--- config.mk ---
export PLATFORM = sky130hd
export DESIGN_NAME = mpet_front
export DESIGN_NICKNAME = d
export VERILOG_FILES = /design/src/hdl/mac_pair_encounter_tracker_defines.svh /design/src/hdl/mpet_pkg.sv /design/src/hdl/mpet_front.sv
export SDC_FILE = /design/constraint.sdc
export NUM_CORES = 1
export LEC_CHECK = 0
export BUFFER_PORTS_ARGS = -buffer_cell sky130_fd_sc_hd__buf_2
export CAP_MARGIN = 20
export CORE_MARGIN = 4
export CORE_UTILIZATION = 47
export CTS_CLUSTER_SIZE = 20
export DETAILED_ROUTE_END_ITERATION = 16
export PLACE_DENSITY = 0.84
export SKIP_LAST_GASP = 1
export SLEW_MARGIN = 20
export SYNTH_ARGS = -nofsm -noshare
export SYNTH_HDL_FRONTEND = slang
export SYNTH_SLANG_ARGS = --single-unit
export TNS_END_PERCENT = 30
--- constraint.sdc ---
create_clock -name clk -period 9.3 [get_ports clk]
set_clock_uncertainty 0.1 [all_clocks]
set_input_delay 2.79 -clock clk [delete_from_list [all_inputs] [get_ports clk]]
set_output_delay 2.79 -clock clk [all_outputs]
set_load 0.01 [all_outputs]
--- src/hdl/mac_pair_encounter_tracker_defines.svh ---
// Assertion macros for the encounter tracker
`ifndef MAC_PAIR_ENCOUNTER_TRACKER_DEFINES_SVH
`define MAC_PAIR_ENCOUNTER_TRACKER_DEFINES_SVH
// implication checked every clock outside reset
`define MPET_ASSERT_IMP(label, ante, cons) \
  label: assert property (@(posedge clk) disable iff (!rst_n) (ante) |-> (cons)) \
    else $error("label failed");
// next-cycle implication
`define MPET_ASSERT_NXT(label, ante, cons) \
  label: assert property (@(posedge clk) disable iff (!rst_n) (ante) |=> (cons)) \
    else $error("label failed");
`endif

--- src/hdl/mpet_pkg.sv ---
// Package: types and constants of the encounter tracker
`default_nettype none
package mpet_pkg;
  localparam int TABLE_DEPTH = 32;
  localparam int IDX_W = (TABLE_DEPTH > 1) ? $clog2(TABLE_DEPTH) : 1;
  localparam logic [31:0] GAP_RESET = 32'd1800;
  localparam logic [1:0] OK_RECORD = 2'd0;
  localparam logic [1:0] OK_DONE = 2'd1;
  localparam logic [1:0] OK_DROP = 2'd2;

  typedef struct packed {
    logic        kind;
    logic [47:0] a1;
    logic [47:0] a2;
    logic [31:0] ts;
    logic        ap;
  } cmd_t;

  typedef struct packed {
    logic [1:0]  kind;
    logic [47:0] a;
    logic [47:0] b;
    logic [31:0] s;
    logic [31:0] e;
    logic        ap;
    logic        last;
  } res_t;

  typedef enum logic [2:0] {
    ST_IDLE, ST_READ, ST_EVAL, ST_FLUSH_RD, ST_DONE
  } eng_state_t;
endpackage
`default_nettype wire

--- src/hdl/mpet_front.sv ---
// Front end: input queue that decouples acceptance from table work
`default_nettype none
module mpet_front import mpet_pkg::*; (
  input  wire  clk,
  input  wire  rst_n,
  input  wire  in_valid,
  output logic in_ready,
  input  cmd_t in_cmd,
  output logic q_valid,
  input  wire  q_take,
  output cmd_t q_cmd
);
  cmd_t     buf_r [2];
  logic     wp_r, rp_r;
  logic [1:0] cnt_r;

  assign in_ready = (cnt_r != 2'd2);
  assign q_valid  = (cnt_r != 2'd0);
  assign q_cmd    = buf_r[rp_r];

  always_ff @(posedge clk) begin
    if (in_valid && in_ready) buf_r[wp_r] <= in_cmd;
  end

  always_ff @(posedge clk) begin
    if (!rst_n) begin
      wp_r <= 1'b0; rp_r <= 1'b0; cnt_r <= 2'd0;
    end else begin
      if (in_valid && in_ready) wp_r <= ~wp_r;
      if (q_take && q_valid) rp_r <= ~rp_r;
      cnt_r <= cnt_r + 2'(in_valid && in_ready) - 2'(q_take && q_valid);
    end
  end
endmodule
`default_nettype wire

### Word level (Yosys, flattened, before mapping)

Memories as Yosys holds them, arrays and structs flattened. A register that Yosys moved wholly into a read port is not among the register bits.
Index checks and enable logic that the tools add are counted.

* memories: 1
* memory bits (writable): 260
* output and inout port bits: 132
* logic and storage cells: 16
* register bits after elaboration: 4
* input bits: 134

* reduce and logical (&&, ||, !) cells: 3
* $add $sub $neg: 2
* eq/ne operators: 1
* multiplexer cells: 4
* bitwise operators: 2

Memory list
* buf_r: depth 2, width 130, rd ports 1, clocked after memory_dff 1, write ports 1, line mpet_front.sv:13 `cmd_t buf_r [2];`

Operators by type and width (count)
* 1-bit 2-to-1 mux: 4
* 2-bit by 1-bit adder with 2-bit output: 1
* 1-bit logical AND: 2
* 2-bit != test (second input constant): 1
* 1-bit inverter: 2
* 2-bit nonzero test: 1
* 2-bit by 1-bit subtractor with 2-bit output: 1

### Logic depth before layout (Yosys ltp)

Gate-level depths: netlist of the first run.

* depth after elaboration: 4
* mapped depth: 8
* depth with buffers taken out: 8

### Worst setup path after synthesis of the first run

OpenSTA, ideal clock, no wires.

* path kind: in2reg
* start point: in in_valid
* end point: mem buf_r[0][0] (netlist name) (enable)
* setup slack: 0.292 ns
* cell stages on the path: 2
* arrival time: 8.287 ns
* path through: nand2_1 nor2_1

* cells in the longest elaborated chain, start to end: 3

Ends and longest elaborated chain
* start: declaration: line mpet_front.sv:6 `input wire in_valid,`
* 1-bit logical AND: line mpet_front.sv:22 `if (in_valid && in_ready) buf_r[wp_r] <= in_cmd;`
* 1-bit 2-to-1 mux: line mpet_front.sv:22
* 1-bit 2-to-1 mux (implied by the code): line mpet_front.sv:22
* end: declaration: line mpet_front.sv:13

No other way between the ends.

==> run summary, run 1 <==
Setup Buffers After CTS - 0
Placed cell count - 953
FILL cells - 1516
H-tree lvl count - 1
CP bufs+invs - 2
Mapped cell area - 0.00964 mm²
Area Growth Syn to Fin - 24.6%
# IOs - 266
Worst Hold End - wp_r
R2R Path Start - cnt_r[0]
Final period utilization - 63.0%
CP required - 6.41 ns
Cts repair resizes - 0
Synthesized area per cell - 22.5 µm²
FF-to-FF path depth - 5
Share of cells above drive strength 1 - 59.8%
Area of the multi-input gates - 0.00161 mm²
Gr usage total - 15.2%
CP max FO - 75
Maximum vdd drop - 0.188 mV
Number of CTS-inserted buffers - 27
Wire per inst - 18.2 µm
Slew headroom - 28.4%
Worst path slowest cell - dfxtp_4
RSZ-0062 raised after global routing - no
Die W - 151 µm
Worst setup EP type - output port
Worst Hold Class - reg2reg
Post-layout nets - 848
Critical path's top delay family - flip-flops
Min-delay src - wp_r
Power Dens Cells - 270 mW/mm²
Initial antenna violation count - 1
GP Congestion - 0.723
Cells after synthesis - 428
Final Hold Viols - 0
Fmax - 0.171 GHz
Core area - 0.0202 mm²
Rows - 52
Status - completed
Kind of critical path - reg2out
CP arrival - 2.97 ns
Hold depth - 2
ANT nets after route - 0
I/O Buffers - 265
First-pass GRT wire length - 27.1 mm
Post-synth cell types - 18
CTS Hold Bufs - 0
Flop2flop setup slack - 6.49 ns
CTS Sinks - 265
Vias after detailed routing - 4949
Sequential element share of the synthesized area - 82.0%
Setup TNS - 0 ns
Hold Worst Slack - 0.428 ns
GRT overflow - 0
CTS tree - yes
DRT Pass-1 Iters - 4
CP max stage delay - 0.97 ns
Placed wire-length estimate - 12.0 mm
Largest net degree at the start of global routing - 79
CTS Root Cell - clkbuf_16
FF+latch area - 0.00791 mm²
Clk slew on worst S/H paths - 0.06 ns
DRC Markers - 0
Skew-Pair Late Insertion Delay - 0.52 ns
Setup violators final - 0
Routed wire length - 18.2 mm
Synth Warn # - 0
Slew @ Worst Pin - 1.07 ns
Yosys reg bits - 265
Vias/cell - 4.94
Die Area - 0.0229 mm²
Vias in the first global route - 5258
DR iter-0 viols - 133
Max Slew Vio Count - 0
CTS max path bufs - 3
Starting Density - 47.6%
Cell Chain, Critical Path - buf_4, mux2_2, buf_2
Leak Pwr - 4.47 nW
Final non-filler cell total - 1002
FF-to-FF End - buf_r[0][99]
CP Launch Type - flop
Final Critical Period - 5.86 ns
Max Cap Viol - 0
Syn nets - 564
Die H - 151 µm
[flip-flops by register name (all words and copies together), names as in the netlist, named ones only]
signal  cells
buf_r     260
cnt_r       2
rp_r        1
wp_r        1
[area by class of cell]
class	count	share of cell area (%)
Sequential cell	265	65.8
Multi-Input combinational cell	148	13.4
Timing Repair Buffer	269	11.3
Clock buffer	33	5.81
Tap cell	270	2.81
Clock inverter	15	0.833
Inverter	1	0.0312
Antenna cell	1	0.0208
[worst min-delay path, stage by stage (launching register included)]
cell	delay, ns
dfxtp_1	0.35
nand2_1	0.07
mux2i_1	0.06
[metrics by stage]
step | power [mW] | util [%] | instance area (µm²) | setup WS, ns
final | 3.25 | 59.4 | 12000 | 3.44
after global routing | 3.40 | 59.4 | 12000 | 3.32
after CTS | 3.29 | 59.4 | 12000 | 3.41
after detailed placement | 2.31 | 55.4 | 11200 | 3.98
after global placement | 2.29 | 55.4 | 11200 | 3.99
after floorplan | 2.06 | - | 9640 | 0.292
[placed cells by master, fill, tap and decap left out, types with 3 or more instances in the layout]
master     count
clkbuf_16     27
clkbuf_1       6
clkinv_2       4
xnor2_1        3
buf_2        265
dfxtp_1        4
clkinv_1       8
edfxtp_1     260
buf_4          4
mux2_2       130
[worst max path at each step]
stage                        start           to  slack [ns]  cells after the start
final                         flop    q_cmd[22]        3.44                      3
after global routing          flop    q_cmd[50]        3.32                      3
after CTS                     flop    q_cmd[22]        3.41                      3
after detailed placement      flop    q_cmd[22]        3.98                      3
after global placement        flop     q_cmd[7]        3.99                      3
after floorplan           in_valid  buf_r[0][0]        0.29                      2
[cell usage after synthesis, drive strengths merged]
master / count / area (µm²)
edfxtp: 260 / 7810
buf: 14 / 135
and2: 2 / 12.5
nand2: 2 / 7.51
mux2i: 1 / 10.0
xnor2: 3 / 26.3
ha: 2 / 25.0
nor2: 1 / 3.75
inv: 1 / 3.75
and3: 1 / 6.26
mux2: 130 / 1460
nor2b: 2 / 12.5
o21a: 1 / 7.51
dfxtp: 5 / 100
nand2b: 2 / 12.5
or2: 1 / 6.26
[cell families (layout without fill, tap and decap cells)]
family          count (synthesis)  in the layout  share of synthesized area [%]
flops                         265            265                           82.0
mux                           131            131                           15.3
buf+inv                        15            318                           1.44
simple gates                   11             11                          0.636
xor+xnor                        3              3                          0.273
fa+ha+maj                       2              2                          0.260
compound gates                  1              1                         0.0779
other cells                     0              1                              0
[metal layers]
layer | part of all wire [%] | up-vias | track usage [%]
met5 | 0 | - | 0
met4 | 3.4 | 0 | 5.49
met3 | 8.3 | 44 | 4.49
met2 | 51 | 203 | 26.6
met1 | 38 | 2422 | 17.8
li1 | - | 2280 | -
[power by group]
part           switching, mW  total [mW]  internal (mW)
registers             0.0758        1.58           1.50
logic                  0.359       0.690          0.332
clock network          0.418       0.977          0.559
Power figures use the tool's default switching activity.
==> run 2, diff against run 1 <==
--- a/config.mk
+++ b/config.mk
@@ -5,13 +5,14 @@
 export SDC_FILE = /design/constraint.sdc
 export NUM_CORES = 1
 export LEC_CHECK = 0
+export ABC_AREA = 1
 export BUFFER_PORTS_ARGS = -buffer_cell sky130_fd_sc_hd__buf_2
 export CAP_MARGIN = 20
 export CORE_MARGIN = 4
-export CORE_UTILIZATION = 47
+export CORE_UTILIZATION = 52
 export CTS_CLUSTER_SIZE = 20
 export DETAILED_ROUTE_END_ITERATION = 16
-export PLACE_DENSITY = 0.84
+export PLACE_DENSITY = 0.87
 export SKIP_LAST_GASP = 1
 export SLEW_MARGIN = 20
 export SYNTH_ARGS = -nofsm -noshare
==> constraint.sdc (replaced) <==
create_clock -name clk -period 5.4 [get_ports clk]
set_clock_uncertainty 0.1 [all_clocks]
set_input_delay 1.62 -clock clk [delete_from_list [all_inputs] [get_ports clk]]
set_output_delay 1.62 -clock clk [all_outputs]
set_load 0.01 [all_outputs]
==> run summary, run 2 <==
Worst setup EP type - output port
Logic gate share of total power - 21.9% (+0.6 points)
CTS Hold Bufs - 0 (unchanged)
Setup TNS - 0 ns (unchanged)
Final non-filler cell total - 969 (-3.3%)
Setup Buffers After CTS - 0 (unchanged)
Place WS - 1.82 ns (-2.17 ns)
Core area - 0.0181 mm² (-11%)
Rows - 49 (-5.8%)
Most frequent cells in the layout - 265 x buf_2, 260 x edfxtp_1, 130 x mux2_2
Setup violators final - 0 (unchanged)
# IOs - 266 (unchanged)
Vias/cell - 5.22 (+5.6%)
Status - completed
Hold depth - 2 (unchanged)
CP required - 3.68 ns (-2.73 ns)
Post-layout nets - 858 (+1.2%)
Global routing usage on met1 - 20.7% (+2.9 points)
Final Power - 5.53 mW (+70%)
Met3 Resource Use GR - 5.52% (+1.0 points)
Placed wire-length estimate - 12.8 mm (+7.1%)
Top cells by area, synth - edfxtp_1 81%, mux2_2 15%, buf_6 1.2%, dfxtp_1 1.0%, nand2_1 0.35%
Skew-Pair Late Insertion Delay - 0.50 ns (-0.02 ns)
Synth Warn # - 0 (unchanged)
Yosys reg bits - 265 (unchanged)
Maximum vdd drop - 0.342 mV (+82%)
FF-to-FF End - buf_r[1][24]
Mapped cell area - 0.00965 mm² (about the same)
Vias in the first global route - 5379 (+2.3%)
Gr busiest metal - met2
Clk slew on worst S/H paths - 0.06 ns (about the same)
Syn nets - 576 (+2.1%)
Starting Density - 53.3% (+5.7 points)
Top FF cell, synth - edfxtp_1
Post-layout util - 66.1% (+6.7 points)
Hold Worst Slack - 0.447 ns (+0.0188 ns)
Most common cell in the netlist - edfxtp_1
Sequential element share of the synthesized area - 82.0% (about the same)
GP Congestion - 0.758 (+4.8%)
Final Critical Period - 4.10 ns
CTS tree - yes
CP Launch Type - flop
RSZ-0062 raised after global routing - no
Slew headroom - 46.3% (+18 points)
PnR worst setup slack - 1.30 ns (-2.13 ns)
Max Cap Viol - 0 (unchanged)
Leading area contributor after synthesis - edfxtp_1
Worst Hold Class - reg2reg
Post-route cell area - 0.0120 mm² (-0.46%)
Initial antenna violation count - 3 (+2)
CP max FO - 75 (unchanged)
Most common cell after layout, fill and taps aside - buf_2
Flop2flop setup slack - 3.10 ns (-3.39 ns)
Final period utilization - 75.9%
Share of cells above drive strength 1 - 58.6% (-1.1 points)
R2R Path Start - cnt_r[0]
FF-to-FF path depth - 5 (unchanged)
Power Dens Cells - 462 mW/mm² (+71%)
Antenna cells - 0 (-1)
CTS max path bufs - 3 (unchanged)
Grt met2 use - 29.9% (+3.3 points)
Max reg flops - 260 (unchanged)
GRT overflow - 0 (unchanged)
Leak Pwr - 4.48 nW (+0.44%)
I/O Buffers - 265 (unchanged)
Top cell type's share of synthesized area - 80.9% (about the same)
Placed cell count - 924 (-3.0%)
Kind of critical path - reg2out
Vias after detailed routing - 5055 (+2.1%)
Die H - 144 µm (-4.6%)
Routed wire length - 18.6 mm (+2.3%)
Largest net degree at the start of global routing - 76 (-3.8%)
Registers with the most flip-flops - buf_r x260, cnt_r x2
Synthesized area per cell - 21.9 µm² (-2.7%)
Die Area - 0.0208 mm² (-9.1%)
Clock Power Share - 29.0% (-1.1 points)
Number of flops mapped to enable cells by yosys - 260 (unchanged)
Cells after synthesis - 440 (+2.8%)
Largest reg by FF count - buf_r
Wire per inst - 19.2 µm (+5.8%)
Slew @ Worst Pin - 0.805 ns (-0.268 ns)
Seq pwr share - 49.1% (+0.5 points)
Number of CTS-inserted buffers - 25 (-7.4%)
Placed standard-cell area - 0.0112 mm² (about the same)
Gr usage total - 17.2% (+2.0 points)
Min-delay src - rp_r
Switching Share - 26.0% (-0.26 points)
Post-synth cell types - 12 (-6)
Async set or reset register ratio after synthesis - 0% (unchanged)
ANT nets after route - 0 (unchanged)
Internal power - 4.09 mW (+71%)
Top cells by count, synth - 260 x edfxtp_1, 130 x mux2_2, 10 x buf_6
CTS Sinks - 265 (unchanged)
DR iter-0 viols - 214 (+61%)
Die W - 144 µm (-4.6%)
First-pass GRT wire length - 27.9 mm (+2.9%)
Cts repair resizes - 0 (unchanged)
DRT Pass-1 Iters - 4 (unchanged)
CTS Root Cell - clkbuf_16
DRC Markers - 0 (unchanged)
Final Hold Viols - 0 (unchanged)
Max Slew Vio Count - 0 (unchanged)
Fmax - 0.244 GHz
Switching pwr - 1.44 mW (+69%)
CP arrival - 2.38 ns (-0.59 ns)
Area Growth Syn to Fin - 24.0%
H-tree lvl count - 1 (unchanged)
-- run 2: logic make-up after synthesis --
family	synth area share (%)
mux	15.2
buf+inv	1.67
compound gates	0.104
fa+ha+maj	0.259
simple gates	0.817
flops	82.0
-- run 2: how the worst max path moves through the flow --
stage,to,slack (ns),cells past startpoint
3_3_place_gp,q_cmd[60],1.85,3
2_1_floorplan,buf_r[1][0],0.58,2
3_5_place_dp,q_cmd[10],1.82,3
5_1_grt,q_cmd[52],1.18,3
6_report,q_cmd[52],1.30,3
4_1_cts,q_cmd[10],1.26,3
-- run 2: cell type report --
class / count / area, µm²
multi-input cells: 154 / 1590
inverters: 7 / 28.8
flip-flops and latches: 265 / 7910
repair buffers: 269 / 1390
fillers: 1218 / 6120
well taps: 229 / 287
clock buffers: 36 / 687
clock inverters: 9 / 68.8
-- run 2: critical path, stage by stage, from the launching register on --
cell and delay, ns:
dfxtp_4 0.81, buf_12 0.41, mux2_2 0.40, buf_2 0.15
-- run 2: power groups by stage --
stage	clock network (mW)	registers, mW	logic [mW]
floorplan	0	2.71	0.808
global placement	0	2.74	1.18
detailed placement	0	2.76	1.22
CTS	1.64	2.72	1.23
global route	1.74	2.74	1.31
finish	1.60	2.71	1.21
-- run 2: routing by layer --
metal  vias to the layer above  share of wire, %  wire length (µm)
li1                       2296                 -                 -
met1                      2487                37              6890
met2                       224                51              9550
met3                        42               9.3              1730
met4                         6               2.3               436
met5                         -              0.18                34
==> run 3, diff against run 2 <==
--- a/config.mk
+++ b/config.mk
@@ -9,10 +9,10 @@
 export BUFFER_PORTS_ARGS = -buffer_cell sky130_fd_sc_hd__buf_2
 export CAP_MARGIN = 20
 export CORE_MARGIN = 4
-export CORE_UTILIZATION = 52
+export CORE_UTILIZATION = 47
 export CTS_CLUSTER_SIZE = 20
 export DETAILED_ROUTE_END_ITERATION = 16
-export PLACE_DENSITY = 0.87
+export PLACE_DENSITY = 0.84
 export SKIP_LAST_GASP = 1
 export SLEW_MARGIN = 20
 export SYNTH_ARGS = -nofsm -noshare
==> constraint.sdc (replaced) <==
create_clock -name clk -period 3.48 [get_ports clk]
set_clock_uncertainty 0.1 [all_clocks]
set_input_delay 1.044 -clock clk [delete_from_list [all_inputs] [get_ports clk]]
set_output_delay 1.044 -clock clk [all_outputs]
set_load 0.01 [all_outputs]
==> run summary, run 3 (synthesis gave the netlist of run 2 again) <==
Max Cap Viol - 0 (unchanged)
CP Launch Type - flop
Largest reg by FF count - buf_r
First-pass GRT wire length - 27.2 mm (-2.5%)
Status - completed
Setup Buffers After CTS - 0 (unchanged)
Wire per inst - 18.0 µm (-6.3%)
Final period utilization - 92.1%
Die W - 151 µm (+4.9%)
Placed wire-length estimate - 12.3 mm (-3.8%)
FILL cells - 1445 (+19%)
Cell Chain, Critical Path - buf_4, mux2_2, buf_2
Registers with the most flip-flops - buf_r x260, cnt_r x2
Starting Density - 47.7% (-5.7 points)
Place WS - 0.770 ns (-1.05 ns)
Top layer in use - met5
CP max FO - 32 (-57%)
Slew headroom - 65.4% (+19 points)
Die H - 151 µm (+4.9%)
Cts repair resizes - 0 (unchanged)
Post-layout util - 60.4% (-5.8 points)
Post-layout nets - 864 (+0.70%)
CTS Sinks - 265 (unchanged)
Leak Pwr - 4.57 nW (+1.9%)
DR iter-0 viols - 207 (-3.3%)
Worst Hold Class - reg2reg
H-tree lvl count - 1 (unchanged)
Power Dens Cells - 729 mW/mm² (+58%)
Area Growth Syn to Fin - 26.6%
I/O Buffers - 265 (unchanged)
Initial antenna violation count - 1 (-2)
Slew @ Worst Pin - 0.519 ns (-0.286 ns)
Most frequent cells in the layout - 265 x buf_2, 260 x edfxtp_1, 130 x mux2_2
Final non-filler cell total - 1017 (+5.0%)
DRT Pass-1 Iters - 6 (+2)
Post-route cell area - 0.0122 mm² (+2.1%)
CTS tree - yes
Core area - 0.0202 mm² (+12%)
Critical path's top delay family - flip-flops
Share of cells above drive strength 1 - 59.5% (+0.87 points)
Kind of critical path - reg2out
Final Hold Viols - 0 (unchanged)
Most common cell after layout, fill and taps aside - buf_2
Met2 WL - 9.27 mm (-2.9%)
Worst path slowest cell - dfxtp_4
Setup violators final - 0 (unchanged)
Die Area - 0.0229 mm² (+10%)
Routed wire length - 18.3 mm (-1.7%)
Largest net degree at the start of global routing - 73 (-3.9%)
Vias/cell - 4.87 (-6.6%)
ANT nets after route - 0 (unchanged)
CP max stage delay - 0.68 ns (-0.13 ns)
Rows - 52 (+6.1%)
Clk slew on worst S/H paths - 0.06 ns (about the same)
Vias in the first global route - 5179 (-3.7%)
Placed standard-cell area - 0.0114 mm² (+1.3%)
Metal-1 WL - 7.01 mm (+1.6%)
Max reg flops - 260 (unchanged)
DRC Markers - 0 (unchanged)
Max Slew Vio Count - 0 (unchanged)
CP bufs+invs - 2 (unchanged)
CP required - 2.34 ns (-1.34 ns)
CTS Root Cell - clkbuf_16
Placed cell count - 970 (+5.0%)
CTS max path bufs - 3 (unchanged)
Skew-Pair Late Insertion Delay - 0.50 ns (about the same)
Fmax - 0.312 GHz
Final Critical Period - 3.21 ns
Maximum vdd drop - 0.477 mV (+39%)
Worst setup EP type - output port
GP Congestion - 0.734 (-3.2%)
Gr usage total - 15.3% (-2.0 points)
GRT overflow - 0 (unchanged)
Met3 wire len - 1.58 mm (-8.4%)
CTS Hold Bufs - 0 (unchanged)
CP arrival - 2.06 ns (-0.32 ns)
# IOs - 266 (unchanged)
Number of CTS-inserted buffers - 26 (+4.0%)
Vias after detailed routing - 4954 (-2.0%)
RSZ-0062 raised after global routing - no
PnR worst setup slack - 0.274 ns (-1.03 ns)
run 3: worst paths after layout:
| check | to | cells past startpoint | slack [ns] | startpoint |
|---|---|---|---|---|
| max | q_cmd[60] | 3 | 0.27 | flop |
| min | rp_r | 2 | 0.42 | rp_r |
| max reg2reg | buf_r[1][98] | 5 | 1.46 | cnt_r[0] |
| min reg2reg | rp_r | 2 | 0.42 | rp_r |
run 3: worst min-delay path, stage by stage (launching register included):
cell and delay, ns:
dfxtp_1 0.33, nor2_1 0.06, nor2_1 0.09
run 3: metal layers:
metal	global-route usage, %	vias up
li1	-	2326
met1	18.9	2384
met2	26.2	201
met3	4.22	41
met4	4.76	2
met5	0	-
run 3: final cells by class:
cell class / instances / area, µm² / share of cell area [%]
Antenna cell: 1 / 2.50 / 0.0205
Clock buffer: 32 / 694 / 5.69
Clock inverter: 14 / 163 / 1.33
Inverter: 7 / 30.0 / 0.246
Multi-Input combinational cell: 154 / 1610 / 13.2
Sequential cell: 265 / 7910 / 64.8
Tap cell: 270 / 338 / 2.77
Timing Repair Buffer: 274 / 1470 / 12.0
run 3: power breakdown:
part | internal (mW) | switching (mW)
Combinational | 0.908 | 1.05
Clock | 1.70 | 1.07
Sequential | 4.04 | 0.146
Total | 6.64 | 2.26
run 3: per-stage QoR:
step                      hold WS [ns]  TNS (ns)  power (mW)
after global routing             0.467         0        9.33
after floorplan                  0.367    -16.33        5.46
after CTS                        0.422         0        9.02
final                            0.422         0        8.91
after detailed placement         0.405         0        6.23
after global placement           0.383         0        6.18
